[config.mk]
export PLATFORM = sky130hd
export DESIGN_NAME = server_select_balancer
export DESIGN_NICKNAME = d
export VERILOG_FILES = /design/src/rtl/ssb_pkg.sv /design/src/rtl/ssb_div.sv /design/src/rtl/server_select_balancer.sv
export VERILOG_INCLUDE_DIRS = /design/src /design/src/rtl
export SDC_FILE = /design/constraint.sdc
export NUM_CORES = 2
export LEC_CHECK = 0
export ABC_AREA = 1
export BUFFER_PORTS_ARGS = -buffer_cell sky130_fd_sc_hd__buf_2
export CAP_MARGIN = 20
export CORE_ASPECT_RATIO = 0.8
export CORE_MARGIN = 10
export CORE_UTILIZATION = 40
export DETAILED_ROUTE_END_ITERATION = 16
export GPL_TIMING_DRIVEN = 1
export PLACE_DENSITY = 0.51
export SYNTH_ARGS = -nofsm -noshare
export SYNTH_HDL_FRONTEND = slang
export SYNTH_SLANG_ARGS = --single-unit
[constraint.sdc]
create_clock -name clk -period 18 [get_ports clk]
set_input_delay 3.6 -clock clk [delete_from_list [all_inputs] [get_ports clk]]
set_output_delay 3.6 -clock clk [all_outputs]
set_load 0.01 [all_outputs]
[src/rtl/server_select_balancer_assert.svh]
// Assertion macros for the server select balancer.
// Needs clk and rst in the scope of the including module.
`ifndef SERVER_SELECT_BALANCER_ASSERT_SVH
`define SERVER_SELECT_BALANCER_ASSERT_SVH
`ifndef SYNTH
// same-cycle implication
`define SSB_ASSERT_NOW(label, ante, cons, msg) \
  label: assert property (@(posedge clk) disable iff (rst) (ante) |-> (cons)) else $error(msg);
// next-cycle implication
`define SSB_ASSERT_NEXT(label, ante, cons, msg) \
  label: assert property (@(posedge clk) disable iff (rst) (ante) |=> (cons)) else $error(msg);
`else
`define SSB_ASSERT_NOW(label, ante, cons, msg)
`define SSB_ASSERT_NEXT(label, ante, cons, msg)
`endif
`endif

[src/rtl/ssb_pkg.sv]
// Shared types and constants of the server select balancer.
// Used by ssb_div and server_select_balancer; depends on nothing.
package ssb_pkg;

  // actions
  localparam logic [2:0] ACT_REGISTER = 3'd0;
  localparam logic [2:0] ACT_UPDATE   = 3'd1;
  localparam logic [2:0] ACT_REMOVE   = 3'd2;
  localparam logic [2:0] ACT_TICK     = 3'd3;
  localparam logic [2:0] ACT_PICK     = 3'd4;
  localparam logic [2:0] ACT_REBAL    = 3'd5;

  // result status codes
  localparam logic [2:0] ST_OK       = 3'd0;
  localparam logic [2:0] ST_EMPTY    = 3'd1;
  localparam logic [2:0] ST_NONE     = 3'd2;
  localparam logic [2:0] ST_BALANCED = 3'd3;
  localparam logic [2:0] ST_NO_REBAL = 3'd4;

  // strategies
  localparam logic [1:0] STRAT_RR     = 2'd0;
  localparam logic [1:0] STRAT_FEWEST = 2'd1;

  // config register indexes
  localparam logic [1:0] CFG_STRATEGY = 2'd0;
  localparam logic [1:0] CFG_CPU_LIM  = 2'd1;
  localparam logic [1:0] CFG_MEM_LIM  = 2'd2;
  localparam logic [1:0] CFG_TIMEOUT  = 2'd3;

  // Q8.16 saturation and rebalance threshold (0.3 in Q0.16)
  localparam logic [23:0] Q_MAX       = 24'hFF_FFFF;
  localparam logic [24:0] REBAL_THR   = 25'd19661;
  localparam logic [23:0] LO_RATIO_INIT = 24'd65536;

  // reciprocals: floor(x/5) = x*RECIP_5 >> 26, /125 >> 29, /625 >> 38
  localparam logic [23:0] RECIP_5   = 24'd13421773;
  localparam logic [22:0] RECIP_125 = 23'd4294968;
  localparam logic [28:0] RECIP_625 = 29'd439804652;
  localparam logic [14:0] CPU_SCALE = 15'd24576;

  // one slot of the server table
  typedef struct packed {
    logic [15:0] players;
    logic [15:0] capacity;
    logic [6:0]  cpu_load;
    logic [6:0]  mem_load;
    logic [15:0] latency;
    logic        health;
    logic        accept;
    logic [15:0] age;
  } entry_t;

  // divider request and response
  typedef struct packed {
    logic        start;
    logic [31:0] dividend;
    logic [15:0] divisor;
  } div_req_t;

  typedef struct packed {
    logic        done;
    logic [31:0] quotient;
    logic [15:0] remainder;
  } div_rsp_t;

endpackage

[src/rtl/ssb_div.sv]
// Bit-serial restoring divider, 32-bit dividend by 16-bit divisor.
// One quotient bit per cycle; depends on ssb_pkg.
module ssb_div
  import ssb_pkg::*;
(
  input  logic     clk,
  input  logic     rst,
  input  div_req_t req,
  output div_rsp_t rsp
);

  logic        busy;
  logic [5:0]  cnt;
  logic [15:0] rem;
  logic [31:0] quo;
  logic [15:0] dvs;
  logic        done;

  logic [16:0] trial;
  logic        ge;

  // one restoring step
  assign trial = {rem, quo[31]};
  assign ge    = trial >= {1'b0, dvs};

  always_ff @(posedge clk) begin
    if (rst) begin
      busy <= 1'b0;
      done <= 1'b0;
      cnt  <= '0;
    end else begin
      done <= 1'b0;
      if (req.start) begin
        busy <= 1'b1;
        cnt  <= 6'd32;
        rem  <= '0;
        quo  <= req.dividend;
        dvs  <= req.divisor;
      end else if (busy) begin
        rem  <= ge ? 16'(trial - {1'b0, dvs}) : trial[15:0];
        quo  <= {quo[30:0], ge};
        cnt  <= cnt - 6'd1;
        if (cnt == 6'd1) begin
          busy <= 1'b0;
          done <= 1'b1;
        end
      end
    end
  end

  assign rsp.done      = done;
  assign rsp.quotient  = quo;
  assign rsp.remainder = rem;

endmodule

[src/rtl/server_select_balancer.sv]
// Server select balancer top level: slot table memory and sweep sequencer.
// Depends on ssb_pkg, ssb_div and server_select_balancer_assert.svh.
//
// Keeps SLOTS server entries in a one-port-write, registered-read memory and
// answers one word per request, one request at a time. Register, update,
// remove and unused actions finish without a sweep. Tick, pick and rebalance
// sweep the table one slot at a time; round robin pick sweeps twice, with the
// counter modulo from the divider between the two sweeps. Lowest-score pick
// and rebalance need a load ratio per eligible slot from the bit-serial
// divider. A finished result waits in the output register while the next
// request is taken.
`include "server_select_balancer_assert.svh"
module server_select_balancer
  import ssb_pkg::*;
#(
  parameter int SLOTS = 16
) (
  input  logic        clk,
  input  logic        rst,
  // request channel
  input  logic        item_valid,
  output logic        item_stall,
  input  logic [2:0]  action,
  input  logic [3:0]  slot,
  input  logic [15:0] player_count,
  input  logic [15:0] player_cap,
  input  logic [6:0]  cpu_pct,
  input  logic [6:0]  mem_pct,
  input  logic [15:0] ping_ms,
  input  logic        healthy_in,
  input  logic        accepting_in,
  // result channel
  output logic        result_valid,
  input  logic        result_stall,
  output logic [2:0]  status,
  output logic [3:0]  chosen_slot,
  output logic [3:0]  target_slot,
  output logic        found,
  // config write channel
  input  logic        cfg_valid,
  output logic        cfg_ready,
  input  logic [1:0]  cfg_index,
  input  logic [15:0] cfg_data
);

  localparam int SW = $clog2(SLOTS);
  localparam int CW = $clog2(SLOTS + 1);

  typedef enum logic [8:0] {
    S_IDLE = 9'b000000001,
    S_LOAD = 9'b000000010,
    S_EVAL = 9'b000000100,
    S_DIV  = 9'b000001000,
    S_MUL  = 9'b000010000,
    S_SUM  = 9'b000100000,
    S_NEXT = 9'b001000000,
    S_MOD  = 9'b010000000,
    S_FIN  = 9'b100000000
  } state_t;

  state_t state;

  // config registers
  logic [1:0]  strategy;
  logic [6:0]  cpu_limit;
  logic [6:0]  memory_limit;
  logic [15:0] health_timeout;

  // table state
  logic [SLOTS-1:0] occupied;
  entry_t           mem [SLOTS];
  entry_t           rdata;
  logic             mem_we;
  logic [SW-1:0]    mem_waddr;
  entry_t           mem_wdata;
  logic [31:0]      rr_counter;

  // job registers
  logic [2:0]    act;
  logic [CW-1:0] idx;
  logic          pass2;
  logic [CW-1:0] count;
  logic [CW-1:0] k;
  logic [24:0]   best;
  logic [SW-1:0] chosen;
  logic [SW-1:0] most;
  logic [SW-1:0] least;
  logic          found_r;
  logic          has_max;
  logic          has_min;
  logic [23:0]   hi_ratio;
  logic [23:0]   lo_ratio;
  logic [23:0]   ratio;
  logic [48:0]   p1;
  logic [44:0]   p2;
  logic [44:0]   p3;
  logic [56:0]   p4;
  logic [2:0]    res_status;
  logic [3:0]    res_chosen;
  logic [3:0]    res_target;
  logic          res_found;

  // divider
  div_req_t div_req;
  div_rsp_t div_rsp;

  ssb_div u_div (
    .clk (clk),
    .rst (rst),
    .req (div_req),
    .rsp (div_rsp)
  );

  // request decode
  logic          item_acc;
  logic          in_range;
  logic [SW-1:0] slot_idx;
  logic          occ_hit;
  logic          over_limit;

  assign item_stall = (state != S_IDLE);
  assign item_acc   = item_valid && !item_stall;
  assign in_range   = 32'(slot) < SLOTS;
  assign slot_idx   = SW'(slot);
  assign occ_hit    = in_range && occupied[slot_idx];
  assign over_limit = (cpu_pct > cpu_limit) || (mem_pct > memory_limit);
  assign cfg_ready  = 1'b1;

  // current sweep slot
  logic [SW-1:0] cur;
  logic          cur_occ;
  logic          elig;
  logic          last;
  logic          sat;
  logic [15:0]   age_inc;
  logic [22:0]   t1;
  logic [15:0]   t2;
  logic [14:0]   t3;
  logic [18:0]   t4;
  logic [24:0]   score;
  logic [CW-1:0] count_upd;

  assign cur       = idx[SW-1:0];
  assign cur_occ   = occupied[cur];
  assign elig      = cur_occ && rdata.health && rdata.accept;
  assign last      = (idx == CW'(SLOTS - 1));
  assign sat       = {8'd0, rdata.players[15:8]} >= rdata.capacity;
  assign age_inc   = (rdata.age == 16'hFFFF) ? rdata.age : rdata.age + 16'd1;
  assign t1        = p1[48:26];
  assign t2        = p2[44:29];
  assign t3        = p3[43:29];
  assign t4        = p4[56:38];
  assign score     = 25'(t1) + 25'(t2) + 25'(t3) + 25'(t4);
  assign count_upd = count + CW'(elig);

  // memory write port
  always_comb begin
    mem_we    = 1'b0;
    mem_waddr = slot_idx;
    mem_wdata.players  = player_count;
    mem_wdata.capacity = player_cap;
    mem_wdata.cpu_load = cpu_pct;
    mem_wdata.mem_load = mem_pct;
    mem_wdata.latency  = ping_ms;
    mem_wdata.health   = healthy_in;
    mem_wdata.accept   = accepting_in;
    mem_wdata.age      = '0;
    if (item_acc && action == ACT_REGISTER && in_range) begin
      mem_we = 1'b1;
    end else if (item_acc && action == ACT_UPDATE && occ_hit) begin
      mem_we = 1'b1;
      mem_wdata.accept = accepting_in && !over_limit;
    end else if (state == S_EVAL && act == ACT_TICK && cur_occ) begin
      mem_we           = 1'b1;
      mem_waddr        = cur;
      mem_wdata        = rdata;
      mem_wdata.age    = age_inc;
      mem_wdata.health = rdata.health && !(age_inc > health_timeout);
    end
  end

  // slot table memory, registered read
  always_ff @(posedge clk) begin
    if (mem_we) begin
      mem[mem_waddr] <= mem_wdata;
    end
    rdata <= mem[cur];
  end

  // config writes
  always_ff @(posedge clk) begin
    if (rst) begin
      strategy       <= 2'd2;
      cpu_limit      <= 7'd90;
      memory_limit   <= 7'd90;
      health_timeout <= 16'd30;
    end else if (cfg_valid && cfg_ready) begin
      unique case (cfg_index)
        CFG_STRATEGY: strategy       <= cfg_data[1:0];
        CFG_CPU_LIM:  cpu_limit      <= cfg_data[6:0];
        CFG_MEM_LIM:  memory_limit   <= cfg_data[6:0];
        CFG_TIMEOUT:  health_timeout <= cfg_data;
        default:      strategy       <= strategy;
      endcase
    end
  end

  // sequencer
  always_ff @(posedge clk) begin
    if (rst) begin
      state         <= S_IDLE;
      occupied      <= '0;
      rr_counter    <= '0;
      result_valid  <= 1'b0;
      div_req.start <= 1'b0;
    end else begin
      div_req.start <= 1'b0;
      if (result_valid && !result_stall && state != S_FIN) begin
        result_valid <= 1'b0;
      end

      unique case (state)
        S_IDLE: begin
          if (item_acc) begin
            act        <= action;
            idx        <= '0;
            pass2      <= 1'b0;
            count      <= '0;
            found_r    <= 1'b0;
            has_max    <= 1'b0;
            has_min    <= 1'b0;
            hi_ratio   <= '0;
            lo_ratio   <= LO_RATIO_INIT;
            best       <= '0;
            chosen     <= '0;
            most       <= '0;
            least      <= '0;
            res_status <= ST_OK;
            res_chosen <= '0;
            res_target <= '0;
            res_found  <= 1'b0;
            state      <= S_FIN;
            unique case (action)
              ACT_REGISTER: begin
                if (in_range) occupied[slot_idx] <= 1'b1;
                else res_status <= ST_EMPTY;
              end
              ACT_UPDATE: begin
                if (!occ_hit) res_status <= ST_EMPTY;
              end
              ACT_REMOVE: begin
                if (occ_hit) occupied[slot_idx] <= 1'b0;
                else res_status <= ST_EMPTY;
              end
              ACT_TICK: state <= S_LOAD;
              ACT_PICK: begin
                if (|occupied) state <= S_LOAD;
                else res_status <= ST_NONE;
              end
              ACT_REBAL: begin
                if (|occupied) state <= S_LOAD;
                else res_status <= ST_NO_REBAL;
              end
              default: state <= S_FIN;
            endcase
          end
        end

        // read data for idx arrives at this edge
        S_LOAD: state <= S_EVAL;

        S_EVAL: begin
          state <= S_NEXT;
          p2 <= 45'(22'(rdata.cpu_load) * 22'(CPU_SCALE)) * 45'(RECIP_125);
          p3 <= 45'({1'b0, rdata.mem_load, 14'd0}) * 45'(RECIP_125);
          p4 <= 57'({rdata.latency, 12'd0}) * 57'(RECIP_625);
          div_req.dividend <= {rdata.players, 16'd0};
          div_req.divisor  <= rdata.capacity;
          if (act == ACT_PICK) begin
            if (strategy == STRAT_RR) begin
              if (!pass2) begin
                count <= count_upd;
              end else if (elig) begin
                if (k == '0) begin
                  res_chosen <= 4'(cur);
                  res_found  <= 1'b1;
                  state      <= S_FIN;
                end else begin
                  k <= k - CW'(1);
                end
              end
            end else if (strategy == STRAT_FEWEST) begin
              if (elig && (!found_r || 25'(rdata.players) < best)) begin
                best    <= 25'(rdata.players);
                chosen  <= cur;
                found_r <= 1'b1;
              end
            end else if (elig) begin
              if (rdata.capacity == '0) begin
                if (!found_r || 25'(Q_MAX) < best) begin
                  best    <= 25'(Q_MAX);
                  chosen  <= cur;
                  found_r <= 1'b1;
                end
              end else if (sat) begin
                ratio <= Q_MAX;
                state <= S_MUL;
              end else begin
                div_req.start <= 1'b1;
                state         <= S_DIV;
              end
            end
          end else if (act == ACT_REBAL) begin
            if (elig && rdata.capacity != '0) begin
              if (sat) begin
                ratio <= Q_MAX;
                state <= S_SUM;
              end else begin
                div_req.start <= 1'b1;
                state         <= S_DIV;
              end
            end
          end
        end

        S_DIV: begin
          if (div_rsp.done) begin
            ratio <= div_rsp.quotient[23:0];
            state <= (act == ACT_REBAL) ? S_SUM : S_MUL;
          end
        end

        // 0.4 * ratio as ratio*2/5
        S_MUL: begin
          p1    <= 49'({ratio, 1'b0}) * 49'(RECIP_5);
          state <= S_SUM;
        end

        S_SUM: begin
          state <= S_NEXT;
          if (act == ACT_REBAL) begin
            if (ratio > hi_ratio) begin
              hi_ratio <= ratio;
              most     <= cur;
              has_max  <= 1'b1;
            end
            if (ratio < lo_ratio) begin
              lo_ratio <= ratio;
              least    <= cur;
              has_min  <= 1'b1;
            end
          end else if (!found_r || score < best) begin
            best    <= score;
            chosen  <= cur;
            found_r <= 1'b1;
          end
        end

        // advance or close the sweep
        S_NEXT: begin
          if (!last) begin
            idx   <= idx + CW'(1);
            state <= S_LOAD;
          end else begin
            state <= S_FIN;
            if (act == ACT_PICK && strategy == STRAT_RR) begin
              if (!pass2) begin
                if (count == '0) begin
                  res_status <= ST_NONE;
                end else begin
                  div_req.start    <= 1'b1;
                  div_req.dividend <= rr_counter;
                  div_req.divisor  <= 16'(count);
                  state            <= S_MOD;
                end
              end
            end else if (act == ACT_PICK) begin
              res_status <= found_r ? ST_OK : ST_NONE;
              res_chosen <= 4'(chosen);
              res_found  <= found_r;
            end else if (act == ACT_REBAL) begin
              if ({1'b0, hi_ratio} < {1'b0, lo_ratio} + REBAL_THR) begin
                res_status <= ST_BALANCED;
              end else if (!has_max || !has_min) begin
                res_status <= ST_NO_REBAL;
              end else begin
                res_chosen <= 4'(most);
                res_target <= 4'(least);
                res_found  <= 1'b1;
              end
            end
          end
        end

        // round robin index = counter mod eligible count
        S_MOD: begin
          if (div_rsp.done) begin
            k          <= CW'(div_rsp.remainder);
            rr_counter <= rr_counter + 32'd1;
            pass2      <= 1'b1;
            idx        <= '0;
            state      <= S_LOAD;
          end
        end

        S_FIN: begin
          if (!result_valid || !result_stall) begin
            result_valid <= 1'b1;
            status       <= res_status;
            chosen_slot  <= res_chosen;
            target_slot  <= res_target;
            found        <= res_found;
            state        <= S_IDLE;
          end
        end

        default: state <= S_IDLE;
      endcase
    end
  end

  // checks
  `SSB_ASSERT_NEXT(a_busy_after_accept, item_acc, state != S_IDLE, "idle after accept")
  `SSB_ASSERT_NOW(a_div_done_waited, div_rsp.done, state == S_DIV || state == S_MOD, "stray div done")
  `SSB_ASSERT_NOW(a_found_is_ok, result_valid && found, status == ST_OK, "found with bad status")

endmodule
==> flow_summary.rst <==
.. list-table::
   :header-rows: 1

   * - Metric
     - Value
   * - Clock buffer count from CTS
     - 194
   * - Critical path required time
     - 18.47 ns
   * - FF-to-FF End
     - p2[42]
   * - Hold Path Origin
     - div_req[15]
   * - Number of buffer and inverter instances along the worst setup path
     - 3
   * - Maximum Capacitance Violations
     - 0
   * - CP max FO
     - 55
   * - Cell Area, Synth
     - 101000 um^2
   * - Hold path endpoint
     - u_div.dvs[15]
   * - Site Rows
     - 164
   * - Final Routed Wirelength
     - 305 mm
   * - Critical Path Sink Type
     - register
   * - Count of final hold-check violations
     - 0
   * - Least-Margin Pin Slew
     - 1.24 ns
   * - Most used routing layer
     - met1
   * - Fraction of the core area covered by cells at the end of the flow
     - 44.6%
   * - Io pins
     - 109
   * - Number of enable flip-flop cells after synthesis
     - 1619
   * - Signed area change from the synthesized netlist to the final layout
     - 10.8%
   * - Number of antenna violations at the first check in global routing
     - 17
   * - Setup CP Type
     - in -> reg
   * - Met3 track utilization from global routing
     - 3.72%
   * - Switching fraction of total power
     - 47.7%
   * - Worst path arrival time
     - 7.75 ns
   * - Buffers from clock root to sink, at most
     - 4
   * - Total power divided by cell area
     - 200 nW/um^2
   * - Clock Latency Late Sink
     - 0.87 ns
   * - Post-CTS Resized
     - 0
   * - Hold buffer count at cts
     - 0
   * - Net count of the mapped netlist
     - 10800
   * - Commonest non-fill, non-tap cell in the layout
     - sky130_fd_sc_hd__edfxtp_1
   * - Standby leakage power
     - 45.0 nW
   * - Setup TNS
     - 0 ns
   * - Final global-route overflow total
     - 0
   * - Core ar.
     - 250000 um^2
   * - Port bufs
     - 107
   * - Outcome
     - complete, no violations
   * - Layout cell share with drive strength beyond 1
     - 6.42%
   * - Final GP Congestion
     - 0.945
   * - Combined global-route utilization of all metal layers
     - 21.8%
   * - Critical path cell sequence
     - buf_2, nor2_1, nand2_1, o21ai_0, o21ai_0, nand2_1, inv_1, nand2_2, nand3_1, nand3_1, nand3_2, nor2_4, buf_4
   * - Setup Fix Bufs, Post-CTS
     - 0
   * - Sequential group share of total power
     - 22.6%
   * - Routed via count
     - 70200
   * - Achievable clock frequency
     - 0.137 GHz
   * - Distinct cells, synth
     - 60
   * - Fraction of power consumed by combinational cells
     - 59.6%
   * - Filler cell count
     - 23600
   * - CTS tree
     - built
   * - First-pass detailed-route iteration total
     - 6
   * - Number of instances on the worst hold path
     - 0
   * - Estimated wirelength of the detail-placed design
     - 211 mm
   * - Global-route wire length before repair
     - 455 mm
   * - Highest-count cells in the layout ignoring fill and taps
     - 1619 x sky130_fd_sc_hd__edfxtp_1, 1282 x sky130_fd_sc_hd__inv_1, 1206 x sky130_fd_sc_hd__nand2_1
   * - Setup repair after global routing missed its margin
     - false
   * - Share of total power in the clock network
     - 17.8%
   * - Clock net sink count
     - 1798
   * - DIE AREA
     - 272000 um^2
   * - Vertical die dimension
     - 468 um
   * - Register-to-register path setup slack
     - 11.29 ns
   * - Via count normalized by instance count
     - 5.37
   * - Number of global-route vias before repair
     - 68700
   * - Routed len/inst
     - 23.3 um
   * - Clock-pin slew of the registers on the worst-case setup and hold paths
     - 0.06 ns
   * - Critical register-to-register path startpoint
     - rdata[41]
   * - Internal power component
     - 11.7 mW
   * - Crit path max-delay cell type
     - sky130_fd_sc_hd__buf_4
   * - Largest clock skew in the final design
     - 0.121 ns
   * - Hold crit path type
     - reg -> reg
   * - Sequential fraction of the synthesis area
     - 51.9%
   * - Post-synthesis average cell area
     - 10.6 um^2
   * - Number of cells on the worst reg-to-reg path
     - 23
   * - Final net count
     - 10900
   * - DRT antenna net count
     - 0
   * - Remaining max-slew budget at the tightest pin
     - 17.5%
   * - Initial core utilization
     - 40.2%
   * - Worst voltage drop across the vdd grid
     - 0.581 mV
   * - GRT met1 Usage
     - 33.9%
   * - DRC violation total after the first TritonRoute iteration
     - 6163
   * - Fraction of registers with async set or reset after synthesis
     - 0%
   * - Setup-violating endpoint count in the final report
     - 0
   * - Number of synthesis warnings
     - 0
   * - Ratio of final minimum period to clock period
     - 40.5%
   * - Synthesized netlist cell count
     - 9495
   * - Power dissipated by switching net loads
     - 10.6 mW
   * - Commonest register cell after synthesis
     - sky130_fd_sc_hd__edfxtp_1
   * - Horizontal die dimension
     - 580 um
   * - Critical Path Start Type
     - input port
   * - Largest net degree at the start of global routing
     - 226
   * - Dominant delay contributor by cell family on the critical path
     - simple AND/OR/NAND/NOR gates
   * - Clock root cell
     - sky130_fd_sc_hd__clkbuf_16
   * - Flip-flop and latch count after synthesis
     - 1798
   * - Global routing met2 resource utilization
     - 32.3%
   * - Min cycle time layout
     - 7.28 ns
   * - Max H-tree Level
     - 4
   * - Pins over their slew limit
     - 0
   * - Number of design rule violations left after detail routing
     - 0
   * - Slowest Stage Delay on Critical Path
     - 0.96 ns
==> area by class of cell <==
class                   instances  area [um^2]  area share [%]
well taps                    3320         4150            3.73
clock buffers                 275         5440            4.89
flip-flops and latches       1798        52200            46.9
diodes                          1         2.50         0.00225
multi-input cells            6055        42200            37.9
repair buffers                250         1650            1.48
clock inverters                75          779           0.700
inverters                    1302         4910            4.41
==> power groups by stage <==
stage | clock network [mW] | registers, mW | logic (mW)
global placement | 0 | 5.13 | 13.2
CTS | 4.04 | 5.04 | 13.3
floorplan | 0 | 5.06 | 9.07
finish | 3.96 | 5.04 | 13.3
detailed placement | 0 | 5.13 | 13.2
global route | 4.22 | 5.05 | 15.0
==> worst register-to-register path: cells and delay by family, from the launching register on <==
family                     cells  cell delay, ns
DFF                            1            0.41
and+or+nand+nor                5            0.58
adders and majority gates      7            2.91
AOI/OAI and AO/OA              5            0.97
buffers and inverters          4            0.52
xor gates and xnor gates       2            0.94
==> worst max-delay path by stage <==
stage | to | slack [ns] | cells past startpoint | from
2_1_floorplan | mem[0][0] | 9.47 | 12 | slot[1]
3_3_place_gp | mem[1][57] | 9.86 | 13 | slot[1]
3_5_place_dp | mem[1][59] | 9.87 | 13 | slot[1]
4_1_cts | mem[1][68] | 10.78 | 13 | slot[0]
5_1_grt | mem[1][68] | 10.43 | 13 | slot[0]
6_report | mem[1][50] | 10.72 | 13 | slot[1]
==> state kept, by name, indices dropped and copies added, names as in the netlist, 6 cells and up, named ones only <==
signal and flops:
best 24, p4 19, state 9, p3 15
rdata 80, mem 1280, u_div.dvs 16, hi_ratio 24
cpu_limit 7, health_timeout 16, u_div.cnt 6, div_req 49
ratio 24, rr_counter 32, memory_limit 7, u_div.quo 32
p1 23, u_div.rem 16, p2 16, lo_ratio 24
==> cells by family after synthesis <==
| kind of cell | synth area share [%] |
|---|---|
| other | 0.00373 |
| buffers and inverters | 6.29 |
| adders and majority gates | 18.4 |
| and+or+nand+nor | 11.9 |
| DFF | 51.9 |
| AOI/OAI and AO/OA | 10.1 |
| xor gates and xnor gates | 1.35 |
==> metrics by stage <==
step,setup WS (ns),cell area (um^2),hold WS (ns),std cells,power (mW)
6_report,10.72,111000,0.420,13100,22.3
2_1_floorplan,9.47,101000,0.400,9495,14.1
3_3_place_gp,9.86,105000,0.404,12700,18.3
3_5_place_dp,9.87,105000,0.406,12700,18.3
4_1_cts,10.78,111000,0.422,13100,22.3
5_1_grt,10.43,111000,0.445,13100,24.3
==> cells in the mapped netlist (12+ instances only) <==
cell	count	share of area (%)
sky130_fd_sc_hd__a21boi_0	12	0.090
sky130_fd_sc_hd__a21o_1	20	0.15
sky130_fd_sc_hd__a21oi_1	336	1.7
sky130_fd_sc_hd__a31oi_1	25	0.16
sky130_fd_sc_hd__buf_1	21	0.078
sky130_fd_sc_hd__buf_2	67	0.33
sky130_fd_sc_hd__clkbuf_1	240	0.90
sky130_fd_sc_hd__dfxtp_1	179	3.6
sky130_fd_sc_hd__edfxtp_1	1619	48
sky130_fd_sc_hd__fa_1	451	9.0
sky130_fd_sc_hd__ha_1	758	9.4
sky130_fd_sc_hd__inv_1	1285	4.8
sky130_fd_sc_hd__inv_2	12	0.045
sky130_fd_sc_hd__nand2_1	1206	4.5
sky130_fd_sc_hd__nand3_1	339	1.7
sky130_fd_sc_hd__nand4_1	75	0.47
sky130_fd_sc_hd__nor2_1	1134	4.2
sky130_fd_sc_hd__nor3_1	74	0.37
sky130_fd_sc_hd__nor4_1	22	0.14
sky130_fd_sc_hd__o211ai_1	53	0.40
sky130_fd_sc_hd__o21a_1	28	0.21
sky130_fd_sc_hd__o21ai_0	909	4.5
sky130_fd_sc_hd__o21bai_1	20	0.15
sky130_fd_sc_hd__o221ai_1	135	1.2
sky130_fd_sc_hd__o22ai_1	190	1.2
sky130_fd_sc_hd__xnor2_1	35	0.30
sky130_fd_sc_hd__xor2_1	120	1.0
==> metal layers <==
| layer | vias to the layer above | part of all wire [%] |
|---|---|---|
| met5 | - | 0.0043 |
| met4 | 2 | 1.6 |
| met3 | 289 | 7.1 |
| met2 | 2167 | 42 |
| met1 | 35000 | 49 |
| li1 | 32800 | - |
Power figures use the tool's default switching activity.
